[src/hdl/cfpd_pkg.sv]
// Shared types, constants and CRC helpers for the framed packet deframer.
`default_nettype none

package cfpd_pkg;

  localparam logic [7:0]  START_BYTE_RESET = 8'hA5;
  localparam logic [7:0]  CRC8_INIT        = 8'hFF;
  localparam logic [7:0]  CRC8_POLY        = 8'h8C;
  localparam logic [15:0] CRC16_INIT       = 16'hFFFF;
  localparam logic [15:0] CRC16_POLY       = 16'h8408;

  // Header is start, length low, length high, sequence, header CRC.
  localparam logic [15:0] HDR_BYTES      = 16'd5;
  // Command id takes two bytes after the header.
  localparam logic [15:0] BODY_START     = 16'd7;
  localparam int          OVERHEAD_BYTES = 9;

  localparam logic KIND_PAYLOAD   = 1'b0;
  localparam logic KIND_FRAME_END = 1'b1;

  typedef enum logic [2:0] {
    ST_HUNT   = 3'd0,
    ST_LEN_LO = 3'd1,
    ST_LEN_HI = 3'd2,
    ST_SEQ    = 3'd3,
    ST_HCRC   = 3'd4,
    ST_BODY   = 3'd5
  } parse_step_t;

  typedef struct packed {
    logic        kind;
    logic [7:0]  payload_byte;
    logic [7:0]  payload_offset;
    logic [15:0] command_id;
    logic [7:0]  payload_length;
    logic [7:0]  sequence_res;
    logic        crc_ok;
  } result_t;

  function automatic logic [7:0] crc8_step(input logic [7:0] crc, input logic [7:0] b);
    logic [7:0] c;
    c = crc ^ b;
    for (int i = 0; i < 8; i++) begin
      c = c[0] ? ((c >> 1) ^ CRC8_POLY) : (c >> 1);
    end
    return c;
  endfunction

  function automatic logic [15:0] crc16_step(input logic [15:0] crc, input logic [7:0] b);
    logic [15:0] c;
    c = crc ^ {8'h00, b};
    for (int i = 0; i < 8; i++) begin
      c = c[0] ? ((c >> 1) ^ CRC16_POLY) : (c >> 1);
    end
    return c;
  endfunction

endpackage

`default_nettype wire

[src/hdl/cfpd_parser.sv]
// Frame parser: header checks, CRC tracking and result generation, one byte per step.
`default_nettype none

module cfpd_parser #(
  parameter int MAX_FRAME_BYTES = 256
) (
  input  wire logic              clk,
  input  wire logic              rst,
  input  wire logic [7:0]        start_byte,
  input  wire logic              step_en,
  input  wire logic [7:0]        in_byte,
  output logic                   res_valid,
  output cfpd_pkg::result_t      res
);
  import cfpd_pkg::*;

  localparam int          POS_W     = $clog2(MAX_FRAME_BYTES);
  localparam logic [15:0] LEN_LIMIT = 16'(MAX_FRAME_BYTES - OVERHEAD_BYTES);

  parse_step_t       step, step_next;
  logic [POS_W-1:0]  byte_position, byte_position_next;
  logic [15:0]       length_value, length_value_next;
  logic [7:0]        header_crc, header_crc_next;
  logic [15:0]       frame_crc, frame_crc_next;
  logic [15:0]       command_word, command_word_next;
  logic [7:0]        sequence_value, sequence_value_next;
  logic [7:0]        received_crc_low, received_crc_low_next;

  logic [15:0] pos_ext;
  logic [15:0] body_end;
  logic [15:0] len_full;
  logic        len_ok;
  logic        hdr_ok;
  logic        is_start;
  logic        is_frame_end;
  logic [7:0]  crc8_val;
  logic [15:0] crc16_val;
  logic [15:0] offset_full;

  assign pos_ext      = {{(16-POS_W){1'b0}}, byte_position};
  assign body_end     = BODY_START + length_value;
  assign len_full     = {in_byte, length_value[7:0]};
  assign len_ok       = len_full < LEN_LIMIT;
  assign hdr_ok       = in_byte == header_crc;
  assign is_start     = in_byte == start_byte;
  assign is_frame_end = pos_ext > body_end;
  assign crc8_val     = crc8_step(header_crc, in_byte);
  assign crc16_val    = crc16_step(frame_crc, in_byte);
  assign offset_full  = pos_ext - BODY_START;

  // Next parse step
  always_comb begin
    step_next = step;
    if (step_en) begin
      unique case (step)
        ST_HUNT:   step_next = is_start ? ST_LEN_LO : ST_HUNT;
        ST_LEN_LO: step_next = ST_LEN_HI;
        ST_LEN_HI: step_next = len_ok ? ST_SEQ : ST_HUNT;
        ST_SEQ:    step_next = ST_HCRC;
        ST_HCRC:   step_next = hdr_ok ? ST_BODY : ST_HUNT;
        ST_BODY:   step_next = is_frame_end ? ST_HUNT : ST_BODY;
        default:   step_next = ST_HUNT;
      endcase
    end
  end

  // Datapath and result
  always_comb begin
    byte_position_next    = byte_position;
    length_value_next     = length_value;
    header_crc_next       = header_crc;
    frame_crc_next        = frame_crc;
    command_word_next     = command_word;
    sequence_value_next   = sequence_value;
    received_crc_low_next = received_crc_low;
    res_valid             = 1'b0;
    res.kind              = KIND_PAYLOAD;
    res.payload_byte      = 8'h00;
    res.payload_offset    = 8'h00;
    res.command_id        = command_word;
    res.payload_length    = length_value[7:0];
    res.sequence_res      = sequence_value;
    res.crc_ok            = 1'b0;
    if (step_en) begin
      unique case (step)
        ST_HUNT: begin
          if (is_start) begin
            header_crc_next    = crc8_step(CRC8_INIT, in_byte);
            frame_crc_next     = crc16_step(CRC16_INIT, in_byte);
            byte_position_next = POS_W'(1);
          end else begin
            byte_position_next = '0;
          end
        end
        ST_LEN_LO: begin
          length_value_next  = {8'h00, in_byte};
          header_crc_next    = crc8_val;
          frame_crc_next     = crc16_val;
          byte_position_next = byte_position + POS_W'(1);
        end
        ST_LEN_HI: begin
          length_value_next  = len_full;
          header_crc_next    = crc8_val;
          frame_crc_next     = crc16_val;
          byte_position_next = len_ok ? byte_position + POS_W'(1) : '0;
        end
        ST_SEQ: begin
          sequence_value_next = in_byte;
          header_crc_next     = crc8_val;
          frame_crc_next      = crc16_val;
          byte_position_next  = byte_position + POS_W'(1);
        end
        ST_HCRC: begin
          frame_crc_next     = crc16_val;
          byte_position_next = hdr_ok ? POS_W'(HDR_BYTES) : '0;
        end
        ST_BODY: begin
          priority if (pos_ext == HDR_BYTES) begin
            command_word_next  = {8'h00, in_byte};
            frame_crc_next     = crc16_val;
            byte_position_next = byte_position + POS_W'(1);
          end else if (pos_ext == HDR_BYTES + 16'd1) begin
            command_word_next  = {in_byte, command_word[7:0]};
            frame_crc_next     = crc16_val;
            byte_position_next = byte_position + POS_W'(1);
          end else if (pos_ext < body_end) begin
            frame_crc_next     = crc16_val;
            byte_position_next = byte_position + POS_W'(1);
            res_valid          = 1'b1;
            res.payload_byte   = in_byte;
            res.payload_offset = offset_full[7:0];
          end else if (pos_ext == body_end) begin
            received_crc_low_next = in_byte;
            byte_position_next    = byte_position + POS_W'(1);
          end else begin
            byte_position_next = '0;
            res_valid          = 1'b1;
            res.kind           = KIND_FRAME_END;
            res.crc_ok         = {in_byte, received_crc_low} == frame_crc;
          end
        end
        default: byte_position_next = '0;
      endcase
    end
  end

  always_ff @(posedge clk) begin
    if (rst) begin
      step             <= ST_HUNT;
      byte_position    <= '0;
      length_value     <= '0;
      header_crc       <= CRC8_INIT;
      frame_crc        <= CRC16_INIT;
      command_word     <= '0;
      sequence_value   <= '0;
      received_crc_low <= '0;
    end else begin
      step             <= step_next;
      byte_position    <= byte_position_next;
      length_value     <= length_value_next;
      header_crc       <= header_crc_next;
      frame_crc        <= frame_crc_next;
      command_word     <= command_word_next;
      sequence_value   <= sequence_value_next;
      received_crc_low <= received_crc_low_next;
    end
  end

endmodule

`default_nettype wire

[src/hdl/cfpd_out_stage.sv]
// Result register: holds one result and packs it onto the output stream.
`default_nettype none

module cfpd_out_stage (
  input  wire logic              clk,
  input  wire logic              rst,
  input  wire logic              load,
  input  wire cfpd_pkg::result_t res,
  output logic                   can_load,
  output logic                   m_tvalid,
  input  wire logic              m_tready,
  output logic [55:0]            m_tdata,
  output logic                   m_tuser
);
  import cfpd_pkg::*;

  result_t held;

  assign can_load = !m_tvalid || m_tready;

  always_ff @(posedge clk) begin
    if (rst) begin
      m_tvalid <= 1'b0;
    end else if (can_load) begin
      m_tvalid <= load;
    end
  end

  always_ff @(posedge clk) begin
    if (load && can_load) begin
      held <= res;
    end
  end

  assign m_tuser = held.kind;
  assign m_tdata = {7'b0, held.crc_ok, held.sequence_res, held.payload_length,
                    held.command_id, held.payload_offset, held.payload_byte};

endmodule

`default_nettype wire

[src/hdl/crc_framed_packet_deframer.sv]
// Top level of the framed packet deframer: input register, parser and result register.
//
//   channel | direction | request fields
//   s_*     | in        | tdata[7:0] rx_byte
//   m_*     | out       | tuser kind; tdata payload, offset, command id, length, seq, crc_ok
//   cfg_*   | in        | cfg_wr_data start_byte, written while cfg_wr_en is high
//
// One byte a cycle sustained while the output is not stalled; a request lands in the
// input register when it is taken, is parsed from there combinationally, and its result,
// if any, is captured in the result register and offered on m_*.
// The per-byte CRC8/CRC16 update and step decision set the cycle.
// rst clears the parser to hunting and empties both registers.
// A stalled output holds the input register; s_tready falls only while both are full.
`default_nettype none

module crc_framed_packet_deframer #(
  parameter int MAX_FRAME_BYTES = 256
) (
  input  wire logic        clk,
  input  wire logic        rst,
  input  wire logic        s_tvalid,
  output logic             s_tready,
  input  wire logic [7:0]  s_tdata,   // [7:0] rx_byte
  output logic             m_tvalid,
  input  wire logic        m_tready,
  output logic [55:0]      m_tdata,   // [7:0] payload_byte, [15:8] payload_offset,
                                      // [31:16] command_id, [39:32] payload_length,
                                      // [47:40] sequence_res, [48] crc_ok, rest zero
  output logic             m_tuser,   // [0] kind
  input  wire logic        cfg_wr_en,
  input  wire logic [7:0]  cfg_wr_data
);
  import cfpd_pkg::*;

  logic        in_valid;
  logic [7:0]  in_byte;
  logic [7:0]  start_byte;
  logic        can_load;
  logic        advance;
  logic        res_valid;
  result_t     res;

  assign advance  = in_valid && can_load;
  assign s_tready = !in_valid || can_load;

  always_ff @(posedge clk) begin
    if (rst) begin
      start_byte <= START_BYTE_RESET;
    end else if (cfg_wr_en) begin
      start_byte <= cfg_wr_data;
    end
  end

  always_ff @(posedge clk) begin
    if (rst) begin
      in_valid <= 1'b0;
    end else if (s_tready) begin
      in_valid <= s_tvalid;
    end
  end

  always_ff @(posedge clk) begin
    if (s_tready && s_tvalid) begin
      in_byte <= s_tdata;
    end
  end

  cfpd_parser #(
    .MAX_FRAME_BYTES(MAX_FRAME_BYTES)
  ) u_parser (
    .clk        (clk),
    .rst        (rst),
    .start_byte (start_byte),
    .step_en    (advance),
    .in_byte    (in_byte),
    .res_valid  (res_valid),
    .res        (res)
  );

  cfpd_out_stage u_out (
    .clk      (clk),
    .rst      (rst),
    .load     (res_valid),
    .res      (res),
    .can_load (can_load),
    .m_tvalid (m_tvalid),
    .m_tready (m_tready),
    .m_tdata  (m_tdata),
    .m_tuser  (m_tuser)
  );

endmodule

`default_nettype wire

[config.mk]
export PLATFORM = sky130hd
export DESIGN_NAME = crc_framed_packet_deframer
export DESIGN_NICKNAME = d
export VERILOG_FILES = /design/src/hdl/cfpd_pkg.sv /design/src/hdl/cfpd_parser.sv /design/src/hdl/cfpd_out_stage.sv /design/src/hdl/crc_framed_packet_deframer.sv
export SDC_FILE = /design/constraint.sdc
export NUM_CORES = 1
export LEC_CHECK = 0
export BUFFER_PORTS_ARGS = -buffer_cell sky130_fd_sc_hd__buf_4
export CAP_MARGIN = 0
export CORE_ASPECT_RATIO = 1.2
export CORE_MARGIN = 2
export CORE_UTILIZATION = 59
export DETAILED_ROUTE_END_ITERATION = 7
export PLACE_DENSITY = 0.8
export SETUP_SLACK_MARGIN = 0.5
export SLEW_MARGIN = 5
export SYNTH_ARGS = -nofsm -noshare
export SYNTH_HDL_FRONTEND = slang
export SYNTH_SLANG_ARGS = --single-unit
[constraint.sdc]
create_clock -name clk -period 4.3 [get_ports clk]
set_input_delay 0.86 -clock clk [delete_from_list [all_inputs] [get_ports clk]]
set_output_delay 0.86 -clock clk [all_outputs]
set_load 0.03 [all_outputs]
==> results.cfg, run 1 <==
[place]
gp_congestion = 0.8654
hpwl_mm = 10.92
port_buffers = 72
place_inst = 943
placed_area_um2 = 7938

[global_routing]
grt_max_degree = 64
grt-ovfl-total = 0
use_met2_pct = 43.26
global_route.usage.met1_pct = 32.06
busiest_layer = met2
antenna_found_initial = 0
met3_usage_pct = 5.653
grt_pass1_wl_mm = 27.30
grt_pass1_vias = 5562
track_usage_pct = 25.89

[route]
via_per_inst = 5.776
firstDrtPassIters = 5
drc = 0
first_iter_violations = 422
avgRoutedWirePerCell_um = 17.12
finalWirelength_mm = 16.69
ant_nets = 0
num_vias = 5632

[synth]
ys.warnings.count = 0
synth-async-reset-ratio_pct = 0
syn-cell-area_um2 = 7373
synth_ff_type = dfxtp_1
yosysSeqAreaShare_pct = 48.87
ys_ff_latch = 151
ys_types = 52
synth_area_per_cell_um2 = 9.766
synthCells = 755
synth_edf_count = 58

[timing]
finalHoldViolCount = 0
worstMarginPinSlew_ns = 1.147
setup_viol = 0
hold_ws_ns = 0.4316
final.setup.tns_ns = 0
fmax_ghz = 0.2854
relSlewSlack_pct = 23.03
min_period_ns = 3.504
finalClockSkew_ns = 0.007279
period_share_pct = 81.49
slew_violations = 0
rsz0062_at_grt = false

[die]
initial_core_util_pct = 60.60
fp.coreArea_um2 = 12170
dieArea_um2 = 13410
fp.dieW_um = 106.1
boundaryPins = 80
core.rowCount = 44
dieHeight_um = 126.5

[cells_and_area]
fill_cells = 915
final_area_um2 = 8534
instances_no_fill = 975
diodes = 0
multi_input_area_um2 = 3498
final-seq-area_um2 = 3603
final_layout_size_suffix_gt1_share_pct = 14.50
nets = 835
syn2layout_area_growth_pct = 15.75

[pwr]
clkPwrFrac_pct = 45.4
p_leak_nw = 3.421
finalPower_w = 0.003244
comb_power_share_pct = 7.2
power_density_nw_per_um2 = 380.2
seqPwrFrac_pct = 47.4
p_int_w = 0.002472
switching_share_pct = 23.81
power.switching_w = 0.0007725
ir_drop_v = 0.0002885

[cts]
cts_buffers = 17
cts_setup_buffers = 0
cts_root_buf = clkbuf_16
clock-sinks = 151
clockBufferDepth = 2
path_clk_slew_ns = 0.06
h-tree-depth = 4
cts_tree = done
clock_latency_ns = 0.43
cts_hold_buffers = 0

[critical_path]
cp_common_cell = ha_1
crit_arrival_ns = 3.86
slowest_delay_ns = 0.42
crit_path_end_kind = register
cp_max_fo = 16
path_buf_inv = 2
cp.required_ns = 4.66
crit_chain = inv_1, ha_1, nand2b_1, nand2_1, nor2_1, xnor2_1, ha_1, nand4_1, a31oi_1, a211oi_1, nor4_2, nand2_2, o31ai_4, buf_6, mux2i_1
r2r_slack_ns = 0.80
crit_type = reg -> reg
cp_top_family = simple AND/OR/NAND/NOR gates
startpoint_type = register
cp_slowest_cell = dfxtp_1

[worst_hold_path]
hold_path_class = reg -> reg

[outcome]
status = finished, final reports clean

[run]
drv_cap = 0
path summary, 6_finish.rpt:
check,start,end,cells after the start
max,u_parser.length_value[0],u_parser.frame_crc[0],15
min reg2reg,u_parser.command_word[0],u_out.m_tdata[16],0
max reg2reg,u_parser.length_value[0],u_parser.frame_crc[0],15
min,u_parser.command_word[0],u_out.m_tdata[16],0
worst reg2reg max path: stages, from the launching register on:
cell,delay (ns)
dfxtp_1,0.42
inv_1,0.09
ha_1,0.24
nand2b_1,0.12
nand2_1,0.09
nor2_1,0.13
xnor2_1,0.09
ha_1,0.34
nand4_1,0.14
a31oi_1,0.21
a211oi_1,0.10
nor4_2,0.41
nand2_2,0.26
o31ai_4,0.28
buf_6,0.28
mux2i_1,0.22
timing repair:
item,CTS,global route
setup endpoints to repair,50,52
pin swaps,0,0
gates resized for setup,1,5
cells in the mapped netlist (3+ instances only):
library cell / instances / area (µm²)
dfxtp_1: 93 / 1862
nand4_1: 11 / 68.82
a31oi_1: 3 / 18.77
a211o_1: 12 / 105.1
nor2b_1: 8 / 50.05
buf_1: 5 / 18.77
or4_1: 5 / 37.54
and2_1: 6 / 37.54
nand3_1: 32 / 160.2
xnor2_1: 60 / 525.5
edfxtp_1: 58 / 1742
buf_4: 7 / 52.55
o221ai_1: 3 / 26.28
clkbuf_1: 44 / 165.2
xor2_1: 45 / 394.1
nor4_1: 12 / 75.07
ha_1: 13 / 162.7
nor2_1: 92 / 345.3
nand2b_1: 3 / 18.77
o21ai_0: 14 / 70.07
nand2_1: 69 / 259.0
nor3_1: 13 / 65.06
inv_1: 12 / 45.04
mux2i_1: 45 / 450.4
a21oi_1: 41 / 205.2
and3_1: 16 / 100.1
final cells by class:
type                    instances  area share [%]
inverters                      12          0.5864
repair buffers                 79           6.993
clock buffers                  18           5.146
flip-flops and latches        151           42.22
clock inverters                14           1.701
well taps                     161           2.360
multi-input cells             540           40.99
flip-flops by register name, summed over array words and instances (netlist names), 16 cells and up:
register	flops
u_parser.command_word	16
u_out.m_tdata	49
u_parser.length_value	16
u_parser.frame_crc	16
cells in the final DEF, fill, tap and decap left out, types with 8 or more instances in the layout:
cell / count
dfxtp_1: 93
nor2_1: 92
buf_4: 78
nand2_1: 69
xnor2_1: 60
edfxtp_1: 58
xor2_1: 45
mux2i_1: 45
a21oi_1: 41
nand3_1: 32
clkbuf_16: 17
and3_1: 16
nor3_1: 13
ha_1: 13
a211o_1: 12
nor4_1: 12
o21ai_0: 12
nand4_1: 11
inv_1: 11
nor2b_1: 8
cell families (layout without fill, tap and decap cells):
family	count (synthesis)	count (layout)	synth area share, %
mux	45	45	6.109
simple gates	273	273	17.22
xor+xnor	107	107	13.08
compound gates	95	95	8.417
fa+ha+maj	13	13	2.206
buf+inv	70	123	4.039
flops	151	151	48.87
other cells	1	7	0.05086
power groups by stage:
stage | registers [W] | clock network (W) | logic (W)
floorplan | 0.00153 | 0 | 0.000212
global placement | 0.00157 | 0 | 0.000223
detailed placement | 0.00157 | 0 | 0.000229
CTS | 0.00154 | 0.00148 | 0.000233
global route | 0.00154 | 0.00154 | 0.000259
finish | 0.00154 | 0.00147 | 0.000234
stage by stage:
stage	worst slack (ns)	utilization [%]
final	0.7958	70.15
after global routing	0.5554	70.15
after CTS	0.5825	70.06
after detailed placement	0.4843	65.24
after global placement	0.6064	65.24
after floorplan	0.7439	-
layer usage:
layer	up-vias	wire (µm)
met1	2721	6836
li1	2700	-
met5	-	0
met3	29	880
met2	182	8604
met4	0	371
Note: power is estimated with default switching activity, not from simulation.
==> inputs of run 2 (changes only) <==
--- a/config.mk
+++ b/config.mk
@@ -9,9 +9,9 @@
 export CAP_MARGIN = 0
 export CORE_ASPECT_RATIO = 1.2
 export CORE_MARGIN = 2
-export CORE_UTILIZATION = 59
+export CORE_UTILIZATION = 53
 export DETAILED_ROUTE_END_ITERATION = 7
-export PLACE_DENSITY = 0.8
+export PLACE_DENSITY = 0.76
 export SETUP_SLACK_MARGIN = 0.5
 export SLEW_MARGIN = 5
 export SYNTH_ARGS = -nofsm -noshare
==> constraint.sdc (replaced) <==
create_clock -name clk -period 3.1 [get_ports clk]
set_input_delay 0.62 -clock clk [delete_from_list [all_inputs] [get_ports clk]]
set_output_delay 0.62 -clock clk [all_outputs]
set_load 0.03 [all_outputs]
==> results.cfg, run 2 (synthesized netlist as in run 1, its figures left out) <==
[place]
pre_cts_slack_ns = -0.01455
port_buffers = 72
hpwl_mm = 11.80
place_inst = 970
gp_congestion = 0.8923

[route]
finalWirelength_mm = 17.33
firstDrtPassIters = 6
first_iter_violations = 573
drc = 0
num_vias = 5736
avgRoutedWirePerCell_um = 17.04
ant_nets = 0
via_per_inst = 5.640

[cells_and_area]
instances_no_fill = 1017
nets = 867
largest_reg_flops = 49
multi_input_area_um2 = 3637
syn2layout_area_growth_pct = 21.47
final_cell_mix = buf_4 (103), nor2_1 (91), dfxtp_1 (87)
fill_cells = 1045
final_common_cell = buf_4
final-seq-area_um2 = 3616
final_layout_size_suffix_gt1_share_pct = 21.04
diodes = 0
final_util_pct = 65.36

[timing]
fmax_ghz = 0.3314
min_period_ns = 3.018
setup_ws_ns = 0.08219
finalClockSkew_ns = 0.01042
finalHoldViolCount = 0
hold_ws_ns = 0.3711
worstMarginPinSlew_ns = 1.111
rsz0062_at_grt = true
slew_violations = 0
period_share_pct = 97.35
relSlewSlack_pct = 25.45
setup_viol = 0

[critical_path]
slowest_delay_ns = 0.42
cp_common_cell = o31ai_4
cp_max_fo = 8
rr_startpoint = u_parser.length_value[3]
cp_top_family = simple AND/OR/NAND/NOR gates
rr_endpoint = u_parser.frame_crc[13]
crit_type = reg -> reg
r2r_slack_ns = 0.08
rr_worst_depth = 13
crit_arrival_ns = 3.36
path_buf_inv = 1
crit_chain = o31ai_4, nor2_1, nand2_1, xor2_1, ha_1, nand4_1, a31oi_1, a211oi_2, nor4_2, nand2_2, o31ai_4, buf_12, mux2i_2
startpoint_type = register
cp_slowest_cell = dfxtp_2
cp.required_ns = 3.44
crit_path_end_kind = register

[cts]
path_clk_slew_ns = 0.06
cts_root_buf = clkbuf_16
clock_latency_ns = 0.42
clock-sinks = 151
clockBufferDepth = 2
cts_buffers = 17
cts_tree = done
cts_hold_buffers = 0
h-tree-depth = 4

[outcome]
status = finished, final reports clean

[global_routing]
grt-ovfl-total = 0
antenna_found_initial = 0
grt_pass1_wl_mm = 27.78
track_usage_pct = 23.28
grt_pass1_vias = 5576
grt_max_degree = 54

[pwr]
ir_drop_v = 0.0004281
finalPower_w = 0.004377
p_leak_nw = 3.608
power_density_nw_per_um2 = 488.8

[run]
drv_cap = 0

[worst_hold_path]
holdPathEnd = in_byte[1]
hold_path_class = in -> reg
holdPathStages = 1
hp-start = s_tdata[1]

[die]
initial_core_util_pct = 53.81
boundaryPins = 80
dieHeight_um = 133.2
fp.dieW_um = 111.7
dieArea_um2 = 14880
core.rowCount = 47
fp.coreArea_um2 = 13700
run 2: cell count changes in the layout (fill, tap and decap cells not counted), moves of 4 or more:
cell	before	now
o21ai_0	12	8
buf_4	78	103
dfxtp_2	0	4
dfxtp_1	93	87
o21ai_2	1	5
buf_6	1	5
run 2: final cells by class:
| cell class | count | share of cell area [%] |
|---|---|---|
| multi-input cells | 540 | 40.61 |
| flip-flops and latches | 151 | 40.37 |
| repair buffers | 111 | 9.989 |
| clock buffers | 18 | 4.792 |
| well taps | 171 | 2.389 |
| clock inverters | 14 | 1.271 |
| inverters | 12 | 0.5728 |
run 2: routing by layer:
layer | vias up | part of all wire (%) | GRT usage (%)
met5 | - | 0 | 0
met4 | 0 | 2.6 | 9.671
met3 | 35 | 5.3 | 4.231
met2 | 204 | 51 | 39.73
met1 | 2733 | 41 | 29.14
li1 | 2764 | - | -
run 2: worst max-delay path by stage:
stage | start | endpoint | slack (ns) | cells after the start
after floorplan | u_parser.length_value[0] | u_out.m_tdata[0] | -0.15 | 14
after global placement | u_parser.length_value[2] | u_out.m_tdata[46] | 0.12 | 13
after detailed placement | u_parser.length_value[2] | u_out.m_tdata[41] | -0.01 | 13
after CTS | u_parser.length_value[1] | u_out.m_tdata[1] | 0.10 | 13
after global routing | u_parser.length_value[0] | u_parser.frame_crc[12] | -0.09 | 15
final | u_parser.length_value[3] | u_parser.frame_crc[13] | 0.08 | 13
run 2: timing repair:
action	CTS	global route
setup endpoints to repair	103	103
gates resized for setup	25	11
buffers inserted	11	3
pin swaps	13	6
gates cloned	0	1
run 2: stage by stage:
stage | cell area (µm²) | TNS (ns)
finish | 8956 | 0
global route | 8956 | -3.778
CTS | 8862 | 0
detailed placement | 8152 | -0.3218
global placement | 8152 | 0
floorplan | 7447 | -7.541
run 2: power breakdown:
| group | leakage, nW | internal, W | switching (W) | total [W] |
|---|---|---|---|---|
| clock | 0.274 | 0.00104 | 0.000858 | 0.00190 |
| sequential | 1.40 | 0.00207 | 0.0000425 | 0.00211 |
| combinational | 1.93 | 0.000164 | 0.000199 | 0.000363 |
| total | 3.61 | 0.00328 | 0.00110 | 0.00438 |
==> inputs of run 3 (changes only) <==
--- a/config.mk
+++ b/config.mk
@@ -9,9 +9,10 @@
 export CAP_MARGIN = 0
 export CORE_ASPECT_RATIO = 1.2
 export CORE_MARGIN = 2
-export CORE_UTILIZATION = 53
+export CORE_UTILIZATION = 55
+export CTS_BUF_LIST = sky130_fd_sc_hd__clkbuf_2
 export DETAILED_ROUTE_END_ITERATION = 7
-export PLACE_DENSITY = 0.76
+export PLACE_DENSITY = 0.78
 export SETUP_SLACK_MARGIN = 0.5
 export SLEW_MARGIN = 5
 export SYNTH_ARGS = -nofsm -noshare
==> results.cfg, run 3 (synthesized netlist as in run 1, its figures left out) <==
[cts]
clock_latency_ns = 0.75
cts_buffers = 17
clockBufferDepth = 2
cts_root_buf = clkbuf_2
h-tree-depth = 4
cts_tree = done
clock-sinks = 151
path_clk_slew_ns = 0.20

[place]
gp_congestion = 0.9193
hpwl_mm = 11.86
port_buffers = 72
pre_cts_slack_ns = 0.07271
placed_area_um2 = 8175

[timing]
fmax_ghz = 0.3307
relSlewSlack_pct = 50.65
worstMarginPinSlew_ns = 0.7403
setup_viol = 0
finalHoldViolCount = 0
rsz0062_at_grt = true
period_share_pct = 97.54
setup_ws_ns = 0.07619
finalClockSkew_ns = 0.04496
slew_violations = 0
min_period_ns = 3.024

[worst_hold_path]
hp-start = cfg_wr_data[5]
holdPathStages = 2
holdPathEnd = start_byte[5]
hold_path_class = in -> reg

[die]
core.rowCount = 46
fp.coreArea_um2 = 13180
fp.dieW_um = 109.7
dieHeight_um = 130.8
initial_core_util_pct = 55.94
dieArea_um2 = 14350
boundaryPins = 80

[global_routing]
use_met2_pct = 44.55
grt_max_degree = 54
met3_usage_pct = 5.952
grt-ovfl-total = 0
track_usage_pct = 25.27
global_route.usage.met1_pct = 29.30
grt_pass1_wl_mm = 27.68
busiest_layer = met2
antenna_found_initial = 1
grt_pass1_vias = 5621

[cells_and_area]
final_layout_size_suffix_gt1_share_pct = 21.97
final_common_cell = buf_4
syn2layout_area_growth_pct = 20.21
nets = 886
final_cell_mix = buf_4 (110), nor2_1 (90), dfxtp_1 (87)
largest_reg_flops = 49
final_area_um2 = 8864

[critical_path]
rr_worst_depth = 18
cp.required_ns = 3.79
slowest_delay_ns = 0.43
startpoint_type = register
rr_startpoint = u_parser.length_value[1]
cp_common_cell = buf_4
crit_chain = inv_2, ha_4, nand2b_4, nand2_4, nor2_4, xnor2_1, ha_1, buf_4, a21oi_2, nand2_1, a211oi_2, nor4_2, buf_4, buf_4, a31oi_4, buf_6, o21ai_4, o21ai_1
crit_path_end_kind = register
cp_top_family = compound AO/OA/AOI/OAI gates
rr_endpoint = u_parser.byte_position[0]
crit_arrival_ns = 3.71
r2r_slack_ns = 0.08
crit_type = reg -> reg
cp_slowest_cell = dfxtp_4
path_buf_inv = 5
cp_max_fo = 5

[pwr]
p_leak_nw = 3.565
ir_drop_v = 0.0003030
power_density_nw_per_um2 = 395.5

[route]
drc = 0
via_per_inst = 5.679
avgRoutedWirePerCell_um = 17.24
first_iter_violations = 480
finalWirelength_mm = 17.83
num_vias = 5872
ant_nets = 0
firstDrtPassIters = 6

[run]
drv_cap = 0

[outcome]
status = finished, final reports clean
## run 3: cell count changes in the layout (fill, tap and decap cells not counted), sizes merged
cell / before / now
clkbuf: 19 / 21
clkinv: 6 / 4
diode: 0 / 1
dlygate4sd3: 0 / 8
bufinv: 0 / 1
clkinvlp: 1 / 3
buf: 110 / 122
inv: 19 / 15
## run 3: worst max-delay path by stage
stage | start | to | slack (ns) | depth (start not counted)
CTS | u_parser.length_value[3] | u_parser.frame_crc[3] | 0.17 | 14
detailed placement | u_parser.length_value[2] | u_parser.byte_position[1] | 0.07 | 12
global placement | u_parser.length_value[0] | u_out.m_tdata[30] | 0.18 | 13
floorplan | u_parser.length_value[0] | u_out.m_tdata[0] | -0.15 | 14
global route | u_parser.length_value[5] | u_parser.frame_crc[3] | -0.14 | 15
finish | u_parser.length_value[1] | u_parser.byte_position[0] | 0.08 | 18
## run 3: where the power goes
part / internal (W) / switching [W]
Sequential: 0.00207 / 0.0000325
Clock: 0.000305 / 0.000710
Combinational: 0.000176 / 0.000211
Total: 0.00255 / 0.000954
## run 3: area by class of cell
type	count	area, µm²
antenna	1	2.502
clock buffer	21	105.1
clock inverter	11	100.1
fill	978	4317
inverter	12	51.30
multi-input combinational	540	3692
sequential	151	3618
tap	168	210.2
timing repair buffer	130	1084
## run 3: metrics by stage
step	utilization [%]	instances	setup TNS, ns	hold slack, ns	power, W
2_1_floorplan	-	761	-7.541	0.4068	0.002419
3_3_place_gp	62.03	969	0	0.4157	0.002505
3_5_place_dp	62.03	969	0	0.4119	0.002514
4_1_cts	65.70	1020	0	0.0002435	0.003511
5_1_grt	67.25	1034	-4.094	0.03003	0.003637
6_report	67.25	1034	0	0.07263	0.003506
## run 3: what timing repair did
action	4_1_cts	5_1_grt
resized for setup	27	23
endpoints found under the hold margin	3	5
endpoints found under the setup margin	103	109
hold buffers	3	5
setup buffers	14	8
cloned	2	0
pin swaps	17	12
## run 3: per-layer routing
metal  part of all wire (%)  wire length, µm  up-vias
met5                      0                0        -
met4                    2.6              463        0
met3                    5.1              912       38
met2                     53             9363      206
met1                     40             7088     2827
li1                       -                -     2801
